## src/rtl/slope_pattern_pitch_detector_defines.svh

```systemverilog
// Assertion macros for the slope pattern pitch detector.
`ifndef SLOPE_PATTERN_PITCH_DETECTOR_DEFINES_SVH
`define SLOPE_PATTERN_PITCH_DETECTOR_DEFINES_SVH
`ifndef ASSERT_OFF
`define SPD_ASSERT(label, clk, rst_n, prop) \
  label: assert property (@(posedge clk) disable iff (!rst_n) prop) \
    else $error("assertion failed");
`define SPD_ASSERT_RST(label, clk, prop) \
  label: assert property (@(posedge clk) prop) else $error("assertion failed");
`else
`define SPD_ASSERT(label, clk, rst_n, prop)
`define SPD_ASSERT_RST(label, clk, prop)
`endif
`endif

```

## src/rtl/spd_pkg.sv

```systemverilog
// ----------------------------------------------------------------------------
// spd_pkg
// Shared constants and types of the slope pattern pitch detector.
// ----------------------------------------------------------------------------
package spd_pkg;
  localparam int unsigned EventSlots = 16;
  localparam int unsigned IdxW = $clog2(EventSlots);
  localparam int unsigned CntW = $clog2(EventSlots + 1);
  localparam int unsigned QDepth = 2;

  localparam logic [2:0] CfgEqu = 3'd0;
  localparam logic [2:0] CfgSlt = 3'd1;
  localparam logic [2:0] CfgTmt = 3'd2;
  localparam logic [2:0] CfgAmp = 3'd3;
  localparam logic [2:0] CfgWin = 3'd4;
  localparam logic [2:0] CfgRate = 3'd5;
  localparam logic [2:0] CfgMin = 3'd6;
  localparam logic [2:0] CfgMax = 3'd7;

  localparam logic [1:0] EdgeNone = 2'd0;
  localparam logic [1:0] EdgeRise = 2'd1;
  localparam logic [1:0] EdgeFall = 2'd2;

  localparam logic [2:0] StNone = 3'd0;
  localparam logic [2:0] StSteep = 3'd1;
  localparam logic [2:0] StInit = 3'd2;
  localparam logic [2:0] StFound = 3'd3;
  localparam logic [2:0] StMiss = 3'd4;

  typedef struct packed {
    logic [7:0]  equ;
    logic [7:0]  slope_tol;
    logic [15:0] timer_tol;
    logic [7:0]  amp_thr;
    logic [15:0] window;
    logic [16:0] rate;
    logic [7:0]  adc_min;
    logic [7:0]  adc_max;
  } cfg_t;

  // Classified item passed from front to back.
  typedef struct packed {
    logic [1:0]  edge_kind;
    logic [7:0]  slope;
    logic        level_above;
    logic        clipping;
  } item_t;

  function automatic logic [7:0] absdiff8(logic [7:0] a, logic [7:0] b);
    return (a >= b) ? a - b : b - a;
  endfunction
endpackage

```

## src/rtl/spd_front.sv

```systemverilog
// ----------------------------------------------------------------------------
// spd_front
// Shifts samples, runs the amplitude window and classifies crossings.
// ----------------------------------------------------------------------------
module spd_front (
  input  logic           clk_i,
  input  logic           rst_ni,
  input  spd_pkg::cfg_t  cfg_i,
  input  logic           valid_i,
  output logic           ready_o,
  input  logic [7:0]     sample_i,
  output logic           push_o,
  output spd_pkg::item_t item_o,
  input  logic           full_i
);
  import spd_pkg::*;

  logic [7:0]  cur_q, prev_d;
  logic [15:0] win_q, win_d;
  logic [7:0]  run_q, run_d, held_q, held_d, amp, peak;
  logic [16:0] win_inc;
  logic        acc;

  assign ready_o = !full_i;
  assign acc     = valid_i && ready_o;
  assign push_o  = acc;
  assign prev_d  = cur_q;

  always_comb begin
    amp     = absdiff8(cfg_i.equ, sample_i);
    peak    = (amp > run_q) ? amp : run_q;
    win_inc = {1'b0, win_q} + 17'd1;
    win_d   = win_inc[15:0];
    run_d   = peak;
    held_d  = held_q;
    if (win_inc >= {1'b0, cfg_i.window}) begin
      held_d = peak;
      win_d  = '0;
      run_d  = '0;
    end
    item_o.slope       = sample_i - prev_d;
    item_o.level_above = held_d >= cfg_i.amp_thr;
    item_o.clipping    = (sample_i == cfg_i.adc_min) || (sample_i == cfg_i.adc_max);
    if (prev_d < cfg_i.equ && sample_i >= cfg_i.equ) begin
      item_o.edge_kind = EdgeRise;
    end else if (prev_d > cfg_i.equ && sample_i <= cfg_i.equ) begin
      item_o.edge_kind = EdgeFall;
    end else begin
      item_o.edge_kind = EdgeNone;
    end
  end

  // The sample register resets to zero.
  always_ff @(posedge clk_i or negedge rst_ni) begin
    if (!rst_ni) begin
      cur_q  <= '0;
      win_q  <= '0;
      run_q  <= '0;
      held_q <= '0;
    end else if (acc) begin
      cur_q  <= sample_i;
      win_q  <= win_d;
      run_q  <= run_d;
      held_q <= held_d;
    end
  end
endmodule

```

## src/rtl/spd_queue.sv

```systemverilog
// ----------------------------------------------------------------------------
// spd_queue
// Short FIFO of classified items between front and back.
// ----------------------------------------------------------------------------
module spd_queue (
  input  logic           clk_i,
  input  logic           rst_ni,
  input  logic           push_i,
  input  spd_pkg::item_t item_i,
  output logic           full_o,
  output logic           valid_o,
  input  logic           pop_i,
  output spd_pkg::item_t item_o
);
  import spd_pkg::*;

  item_t     mem_q [QDepth];
  logic      wp_q, rp_q;
  logic [1:0] cnt_q;

  assign full_o  = cnt_q == 2'(QDepth);
  assign valid_o = cnt_q != 2'd0;
  assign item_o  = mem_q[rp_q];

  always_ff @(posedge clk_i) begin
    if (push_i) begin
      mem_q[wp_q] <= item_i;
    end
  end

  always_ff @(posedge clk_i or negedge rst_ni) begin
    if (!rst_ni) begin
      wp_q  <= 1'b0;
      rp_q  <= 1'b0;
      cnt_q <= '0;
    end else begin
      if (push_i) begin
        wp_q <= ~wp_q;
      end
      if (pop_i) begin
        rp_q <= ~rp_q;
      end
      cnt_q <= cnt_q + 2'(push_i) - 2'(pop_i);
    end
  end
endmodule

```

## src/rtl/spd_back.sv

```systemverilog
// ----------------------------------------------------------------------------
// spd_back
// Pattern sequencer: event matching, serial period sum, serial divider.
// ----------------------------------------------------------------------------
module spd_back (
  input  logic           clk_i,
  input  logic           rst_ni,
  input  spd_pkg::cfg_t  cfg_i,
  input  logic           valid_i,
  input  spd_pkg::item_t item_i,
  output logic           pop_o,
  output logic           out_valid_o,
  input  logic           out_ready_i,
  output logic [1:0]     edge_kind_o,
  output logic [2:0]     pattern_status_o,
  output logic           pin_pulse_o,
  output logic [15:0]    period_samples_o,
  output logic [16:0]    frequency_hz_o,
  output logic           level_above_o,
  output logic           clipping_o,
  output logic [7:0]     slope_value_o
);
  import spd_pkg::*;

  localparam logic [2:0] SIdle = 3'd0;
  localparam logic [2:0] SCmp  = 3'd1;
  localparam logic [2:0] SSum  = 3'd2;
  localparam logic [2:0] SDiv  = 3'd3;
  localparam logic [2:0] SOut  = 3'd4;

  logic [2:0]  st_q;
  item_t       it_q;
  logic [15:0] clk_q;
  logic [CntW-1:0] idx_q;
  logic [7:0]  miss_q, steep_q;
  logic [15:0] per_q, sum_q;
  logic [IdxW-1:0] sc_q;
  logic [CntW-1:0] sn_q;
  logic [7:0]  slopes_q [EventSlots];
  logic [15:0] times_q  [EventSlots];
  logic [7:0]  s0_q;
  logic [15:0] t0_q, td_q;
  logic [16:0] rem_q, quo_q;
  logic [4:0]  dc_q;
  logic [2:0]  stat_q;
  logic        pulse_q;
  logic [7:0]  miss_inc;
  logic [17:0] trial;
  logic [15:0] clk1;
  logic [IdxW-1:0] widx;
  logic [15:0] tdiff;
  logic        is_match, is_found;

  assign pop_o = st_q == SIdle && valid_i;
  assign out_valid_o = st_q == SOut;
  assign edge_kind_o = it_q.edge_kind;
  assign pattern_status_o = stat_q;
  assign pin_pulse_o = pulse_q;
  assign period_samples_o = per_q;
  assign frequency_hz_o = quo_q;
  assign level_above_o = it_q.level_above;
  assign clipping_o = it_q.clipping;
  assign slope_value_o = it_q.slope;
  assign miss_inc = miss_q + 8'd1;
  assign clk1 = clk_q + 16'd1;
  assign widx = (idx_q >= CntW'(EventSlots)) ? '0 : idx_q[IdxW-1:0];
  assign trial = {rem_q, quo_q[16]} - {2'b0, per_q};
  assign tdiff = (t0_q >= clk_q) ? t0_q - clk_q : clk_q - t0_q;
  assign is_match = st_q == SCmp && it_q.edge_kind == EdgeRise &&
                    absdiff8(it_q.slope, steep_q) < cfg_i.slope_tol;
  assign is_found = is_match && widx != '0 && tdiff < cfg_i.timer_tol &&
                    absdiff8(s0_q, it_q.slope) < cfg_i.slope_tol;

  always_ff @(posedge clk_i) begin
    if (is_match) begin
      slopes_q[widx] <= it_q.slope;
      times_q[widx]  <= clk_q;
    end
    if (is_found) begin
      slopes_q[0] <= it_q.slope;
      times_q[0]  <= clk_q;
    end
    s0_q <= slopes_q[0];
    t0_q <= times_q[0];
    td_q <= times_q[sc_q];
  end

  always_ff @(posedge clk_i or negedge rst_ni) begin
    if (!rst_ni) begin
      st_q <= SIdle;
      clk_q <= '0;
      idx_q <= '0;
      miss_q <= '0;
      steep_q <= '0;
      per_q <= '0;
      sum_q <= '0;
      sc_q <= '0;
      sn_q <= '0;
      rem_q <= '0;
      quo_q <= '0;
      dc_q <= '0;
      stat_q <= StNone;
      pulse_q <= 1'b0;
      it_q <= '0;
    end else begin
      case (st_q)
        SIdle: begin
          if (valid_i) begin
            it_q <= item_i;
            clk_q <= clk1;
            st_q <= SCmp;
          end
        end
        SCmp: begin
          stat_q <= StNone;
          pulse_q <= 1'b0;
          st_q <= SDiv;
          if (it_q.edge_kind == EdgeRise) begin
            if (absdiff8(it_q.slope, steep_q) < cfg_i.slope_tol) begin
              if (widx == '0) begin
                if (idx_q >= CntW'(EventSlots)) begin
                  steep_q <= '0;
                end
                clk_q <= '0;
                miss_q <= '0;
                idx_q <= CntW'(1);
                stat_q <= StInit;
              end else if (((t0_q >= clk_q) ? t0_q - clk_q : clk_q - t0_q)
                           < cfg_i.timer_tol &&
                           absdiff8(s0_q, it_q.slope) < cfg_i.slope_tol) begin
                clk_q <= '0;
                miss_q <= '0;
                idx_q <= CntW'(1);
                stat_q <= StFound;
                pulse_q <= 1'b1;
                sum_q <= '0;
                sn_q <= CntW'(widx);
                sc_q <= IdxW'(1);
                st_q <= SSum;
              end else begin
                clk_q <= '0;
                stat_q <= StMiss;
                if (idx_q + CntW'(1) >= CntW'(EventSlots)) begin
                  idx_q <= '0;
                  miss_q <= '0;
                  steep_q <= '0;
                end else begin
                  idx_q <= idx_q + CntW'(1);
                end
              end
            end else if (it_q.slope > steep_q) begin
              steep_q <= it_q.slope;
              miss_q <= '0;
              clk_q <= '0;
              idx_q <= '0;
              pulse_q <= 1'b1;
              stat_q <= StSteep;
            end else begin
              stat_q <= StMiss;
              if (miss_inc >= 8'(EventSlots)) begin
                idx_q <= '0;
                clk_q <= '0;
                miss_q <= '0;
                steep_q <= '0;
              end else begin
                miss_q <= miss_inc;
              end
            end
          end
          rem_q <= '0;
          quo_q <= cfg_i.rate;
          dc_q <= 5'd17;
        end
        SSum: begin
          // Slot 0 is summed from the copy taken before its overwrite.
          sum_q <= sum_q + ((sc_q == IdxW'(1)) ? t0_q : td_q);
          if (CntW'(sc_q) >= sn_q) begin
            per_q <= sum_q + ((sc_q == IdxW'(1)) ? t0_q : td_q);
            sc_q <= '0;
            st_q <= SDiv;
          end else begin
            sc_q <= sc_q + IdxW'(1);
          end
        end
        SDiv: begin
          if (per_q == '0) begin
            quo_q <= '0;
            st_q <= SOut;
          end else begin
            if (!trial[17]) begin
              rem_q <= trial[16:0];
              quo_q <= {quo_q[15:0], 1'b1};
            end else begin
              rem_q <= {rem_q[15:0], quo_q[16]};
              quo_q <= {quo_q[15:0], 1'b0};
            end
            dc_q <= dc_q - 5'd1;
            if (dc_q == 5'd1) begin
              st_q <= SOut;
            end
          end
        end
        SOut: begin
          if (out_ready_i) begin
            st_q <= SIdle;
          end
        end
        default: st_q <= SIdle;
      endcase
    end
  end
endmodule

```

## src/rtl/slope_pattern_pitch_detector.sv

```systemverilog
// ----------------------------------------------------------------------------
// slope_pattern_pitch_detector
// Zero crossing pitch detector that matches rising edges by slope and time.
// ----------------------------------------------------------------------------
// Each sample yields one result. The front end takes a sample whenever the
// queue is not full; the back end then runs the 17 step restoring divider
// for each sample, plus a serial period sum over the event slots when a
// period is found. A two entry queue decouples the two sides.
`include "slope_pattern_pitch_detector_defines.svh"
module slope_pattern_pitch_detector (
  input  logic        clk_i,
  input  logic        rst_ni,
  input  logic        cfg_we_i,
  input  logic [2:0]  cfg_index_i,
  input  logic [16:0] cfg_data_i,
  input  logic        in_valid_i,
  output logic        in_ready_o,
  input  logic [7:0]  sample_i,
  output logic        out_valid_o,
  input  logic        out_ready_i,
  output logic [1:0]  edge_kind_o,
  output logic [2:0]  pattern_status_o,
  output logic        pin_pulse_o,
  output logic [15:0] period_samples_o,
  output logic [16:0] frequency_hz_o,
  output logic        level_above_o,
  output logic        clipping_o,
  output logic [7:0]  slope_value_o
);
  import spd_pkg::*;

  cfg_t  cfg_q;
  item_t f_item, q_item;
  logic  push, full, q_valid, pop;

  always_ff @(posedge clk_i or negedge rst_ni) begin
    if (!rst_ni) begin
      cfg_q <= '{equ: 8'd128, slope_tol: 8'd3, timer_tol: 16'd10, amp_thr: 8'd30,
                 window: 16'd1000, rate: 17'd38462, adc_min: 8'd0, adc_max: 8'd255};
    end else if (cfg_we_i) begin
      case (cfg_index_i)
        CfgEqu:  cfg_q.equ <= cfg_data_i[7:0];
        CfgSlt:  cfg_q.slope_tol <= cfg_data_i[7:0];
        CfgTmt:  cfg_q.timer_tol <= cfg_data_i[15:0];
        CfgAmp:  cfg_q.amp_thr <= cfg_data_i[7:0];
        CfgWin:  cfg_q.window <= cfg_data_i[15:0];
        CfgRate: cfg_q.rate <= cfg_data_i;
        CfgMin:  cfg_q.adc_min <= cfg_data_i[7:0];
        CfgMax:  cfg_q.adc_max <= cfg_data_i[7:0];
        default: ;
      endcase
    end
  end

  spd_front u_front (
    .clk_i, .rst_ni, .cfg_i(cfg_q), .valid_i(in_valid_i), .ready_o(in_ready_o),
    .sample_i, .push_o(push), .item_o(f_item), .full_i(full)
  );

  spd_queue u_queue (
    .clk_i, .rst_ni, .push_i(push), .item_i(f_item), .full_o(full),
    .valid_o(q_valid), .pop_i(pop), .item_o(q_item)
  );

  spd_back u_back (
    .clk_i, .rst_ni, .cfg_i(cfg_q), .valid_i(q_valid), .item_i(q_item), .pop_o(pop),
    .out_valid_o, .out_ready_i, .edge_kind_o, .pattern_status_o, .pin_pulse_o,
    .period_samples_o, .frequency_hz_o, .level_above_o, .clipping_o, .slope_value_o
  );

  `SPD_ASSERT(a_pulse_status, clk_i, rst_ni,
    (out_valid_o && pin_pulse_o) |-> (pattern_status_o == StSteep ||
      pattern_status_o == StFound))
  `SPD_ASSERT(a_status_edge, clk_i, rst_ni,
    (out_valid_o && pattern_status_o != StNone) |-> (edge_kind_o == EdgeRise))
  `SPD_ASSERT(a_out_hold, clk_i, rst_ni,
    (out_valid_o && !out_ready_i) |=> (out_valid_o && $stable(frequency_hz_o)))
endmodule
```

## config.mk

```make
export PLATFORM = sky130hd
export DESIGN_NAME = slope_pattern_pitch_detector
export DESIGN_NICKNAME = d
export VERILOG_FILES = /design/src/rtl/spd_pkg.sv /design/src/rtl/spd_front.sv /design/src/rtl/spd_queue.sv /design/src/rtl/spd_back.sv /design/src/rtl/slope_pattern_pitch_detector.sv
export VERILOG_INCLUDE_DIRS = /design/src /design/src/rtl
export SDC_FILE = /design/constraint.sdc
export NUM_CORES = 1
export LEC_CHECK = 0
export ABC_AREA = 1
export BUFFER_PORTS_ARGS = -buffer_cell sky130_fd_sc_hd__buf_2
export CORE_MARGIN = 3
export CORE_UTILIZATION = 50
export DETAILED_ROUTE_END_ITERATION = 10
export PLACE_DENSITY = 0.66
export SYNTH_ARGS = -nofsm -noshare
export SYNTH_HDL_FRONTEND = slang
export SYNTH_SLANG_ARGS = --single-unit
```

## constraint.sdc

```tcl
create_clock -name clk_i -period 4.6 [get_ports clk_i]
set_input_delay 0.69 -clock clk_i [delete_from_list [all_inputs] [get_ports clk_i]]
set_output_delay 0.69 -clock clk_i [all_outputs]
set_load 0.005 [all_outputs]
```

==> metrics.cfg <==
[status]
status = completed

[finish]
layout.nets = 3977
n_fill_cell = 5510
syn_to_final_growth_pct = 13.3
postLayoutCoreUtil = 0.578
layout.cells.non_filler = 4625
drive_gt1_frac = 0.104

[worst_setup_path]
cpMaxStageDelayCell = fa_1
cp_data_arrival_time_ns = 4.77
start_kind = flop
path_cells = ha_1, inv_1, fa_1, nand2_1, and2_1, o21bai_1, nand2_1, nand3_2, inv_4, nand2_1, nand2_1, inv_1, ha_1, a21oi_1, nand2_1, nand2_1, nand4_1, nor2_1, nand2_1, inv_1, nand3_2, buf_4, nand3_1, o21ai_0
critPathKind = flop to flop
critPathCaptureType = flop
worst-path-max-fanout = 13
worstPathRequired_ns = 5.10
cpMostUsedCell = nand2_1
critPathMaxStageDelay_ns = 0.43

[clock_tree]
cts_made_buffers = 61
cts.clk_slew.worst_paths_ns = 0.06
cts_tree = yes
clockBufferDepth = 3
cts_hold_buf = 0
cts_htree_levels = 2
clk_latency_ns = 0.66
clock_sinks = 595
cts-root-buf = clkbuf_16

[min_path]
hold_path.class = input port to async pin

[die]
ios = 84
core_mm2 = 0.0623
die-area_mm2 = 0.0665
fp.dieH_um = 258
start_util = 0.510
placementRows = 91
dieWidth_um = 258

[drt]
drtPass1Iterations = 7
drt_first_iter_violations = 1842
routed_wl_um = 82100
avgRoutedWirePerCell_um = 17.7
via_count = 24700
drtAntennaViolNets = 0
drc = 0
routed_via_density = 5.33

[flow_run]
drv_cap = 0

[synthesis]
synth_top_area_share = 0.272
synthCells = 3583
synth-edff-count = 288
synth-async-reset-ratio = 0.449
yosysWarnings = 0
seq_area_frac_synth = 0.509
yosysUniqueCellTypes = 53
synth-main-ff-cell = edfxtp_1
synthTopCellsByArea = edfxtp_1 (27%), dfrtp_1 (19%), nand2_1 (11%), ha_1 (7.8%), o21ai_0 (5.0%)
avgSynthCellArea_um2 = 8.86
synthTopCellsByCount = nand2_1 (902), inv_1 (407), o21ai_0 (314), edfxtp_1 (288), nor2_1 (267)
ys_ff_latch = 595
syn_nets = 3826
syn_area_mm2 = 0.0317
synth_most_common_cell = nand2_1
yosysTopAreaCell = edfxtp_1

[timing]
rsz0062_at_grt = false
finalSetupViolations = 0
setup_ws_ns = 0.326
slew_headroom = 0.264
fmax_mhz = 234
finClkSkew_ns = 0.0469
tns_ns = 0
hold_viol = 0
worst_pin_slew_ns = 1.10
drv_slew = 0
min_period_ns = 4.27
period_share = 0.929

[power]
vdd_drop_max_uv = 377
power_mw = 24.3
powerDensity_mw_per_mm2 = 675
p_leak_nw = 16.5

[global_route]
grt_pass1_wl_um = 131000
grt-ovfl-total = 0
grt_max_degree = 105
track_usage = 0.248
grt_pass1_vias = 23800
antenna_found_initial = 4

[place]
dp_slack_ns = 0.0591
gp_congestion = 0.934
numPortBuffers = 83
dp.cells = 4503
dp_hpwl_um = 58600

## through the flow
stage               hold WS [ns]  cell area [µm²]
floorplan                  0.323            31700
global placement           0.324            33800
detailed placement         0.327            33800
CTS                        0.140            35900
global route               0.176            36000
finish                     0.140            36000
## repair_timing
action | CTS | global route
setup buffers | 0 | 5
gates resized for setup | 0 | 6
endpoints found under the setup margin | 0 | 9
endpoints found under the hold margin | 0 | 0
## cell usage in the layout, fill, tap and decap left out, types with 8 or more instances in the layout
cell,n
o21ai_0,314
nor3_1,19
nand2_1,902
dfrtp_1,234
dfstp_2,32
a21oi_1,191
a221oi_1,17
o31ai_1,16
o22ai_1,20
nand4_1,54
o21bai_1,15
clkinv_2,14
xor2_1,80
o211ai_1,9
nand2_2,25
xnor2_1,36
buf_12,16
fa_1,11
nor2_1,267
edfxtp_1,288
clkbuf_1,12
buf_2,82
dfxtp_1,40
ha_1,199
and2_1,8
clkbuf_16,61
a21o_1,11
o221ai_1,20
nand3_1,176
buf_4,101
or2_2,10
clkinv_1,14
inv_1,406
clkinvlp_4,8
bufinv_16,10
## power breakdown
group,switching (mW),leakage [nW],internal [mW]
Clock,2.18,1.01,3.04
Combinational,7.62,9.20,4.06
Sequential,0.674,6.27,6.73
## cell type report
type                            count  area (µm²)  area share
Sequential cell                   595       16200       0.450
Inverter                          418        1570      0.0437
Timing Repair Buffer              200        1500      0.0418
Antenna cell                        1        2.50   0.0000696
Multi-Input combinational cell   2458       13600       0.377
Clock inverter                     42         529      0.0147
Tap cell                          837        1050      0.0291
Clock buffer                       74        1590      0.0441
## kinds of logic (layout without fill, tap and decap cells)
kind of cell / count (synthesis) / after routing / synth area share
buffers and inverters: 530 / 734 / 0.0645
AO/OA/AOI/OAI: 637 / 637 / 0.111
adder cells (fa/ha/maj): 210 / 210 / 0.0854
XOR/XNOR: 116 / 116 / 0.0320
flip-flops: 595 / 595 / 0.509
AND/OR/NAND/NOR: 1494 / 1494 / 0.197
other: 0 / 1 / 0
multiplexers: 1 / 1 / 0.000315
## path summary, 6_finish.rpt
check	slack, ns	endpoint	cells past startpoint	startpoint
min	0.14	u_back.sum_q[15]	1	rst_ni
min reg2reg	0.34	u_back.s0_q[0]	0	u_back.slopes_q[0][0]
max in group asynchronous	3.39	cfg_q[61]	2	rst_ni
max reg2reg	0.33	u_back.sum_q[11]	24	u_back.clk_q[0]
min in group clk_i	0.29	cfg_q[2]	3	cfg_data_i[2]
max	0.33	u_back.sum_q[11]	24	u_back.clk_q[0]
## critical path, delay by kind of cell, from the launching register on
kind | cells | cell delay [ns]
adder cells (fa/ha/maj) | 3 | 0.90
buffers and inverters | 5 | 0.76
flip-flops | 1 | 0.37
AND/OR/NAND/NOR | 13 | 1.69
AO/OA/AOI/OAI | 3 | 0.36
## layer usage
metal,GRT usage,part of all wire
met2,0.408,0.47
met5,0,0.00016
met4,0.0741,0.027
met3,0.0369,0.054
met1,0.342,0.45
## registers in the layout (all words and copies together), names as in the netlist, 4 cells and up
signal                   flops
cfg_q                       89
u_back.clk_q                16
u_back.dc_q                  5
u_back.frequency_hz_o       17
u_back.idx_q                 5
u_back.miss_q                8
u_back.period_samples_o     16
u_back.rem_q                17
u_back.s0_q                  8
u_back.sc_q                  4
u_back.slope_value_o         8
u_back.slopes_q              8
u_back.sn_q                  4
u_back.steep_q               8
u_back.sum_q                16
u_back.t0_q                 16
u_back.td_q                 16
u_back.times_q             256
u_front.cur_q                8
u_front.held_q               8
u_front.run_q                8
u_front.win_q               16
u_queue.mem_q               24
No activity file was read; power rests on OpenSTA's default activity.
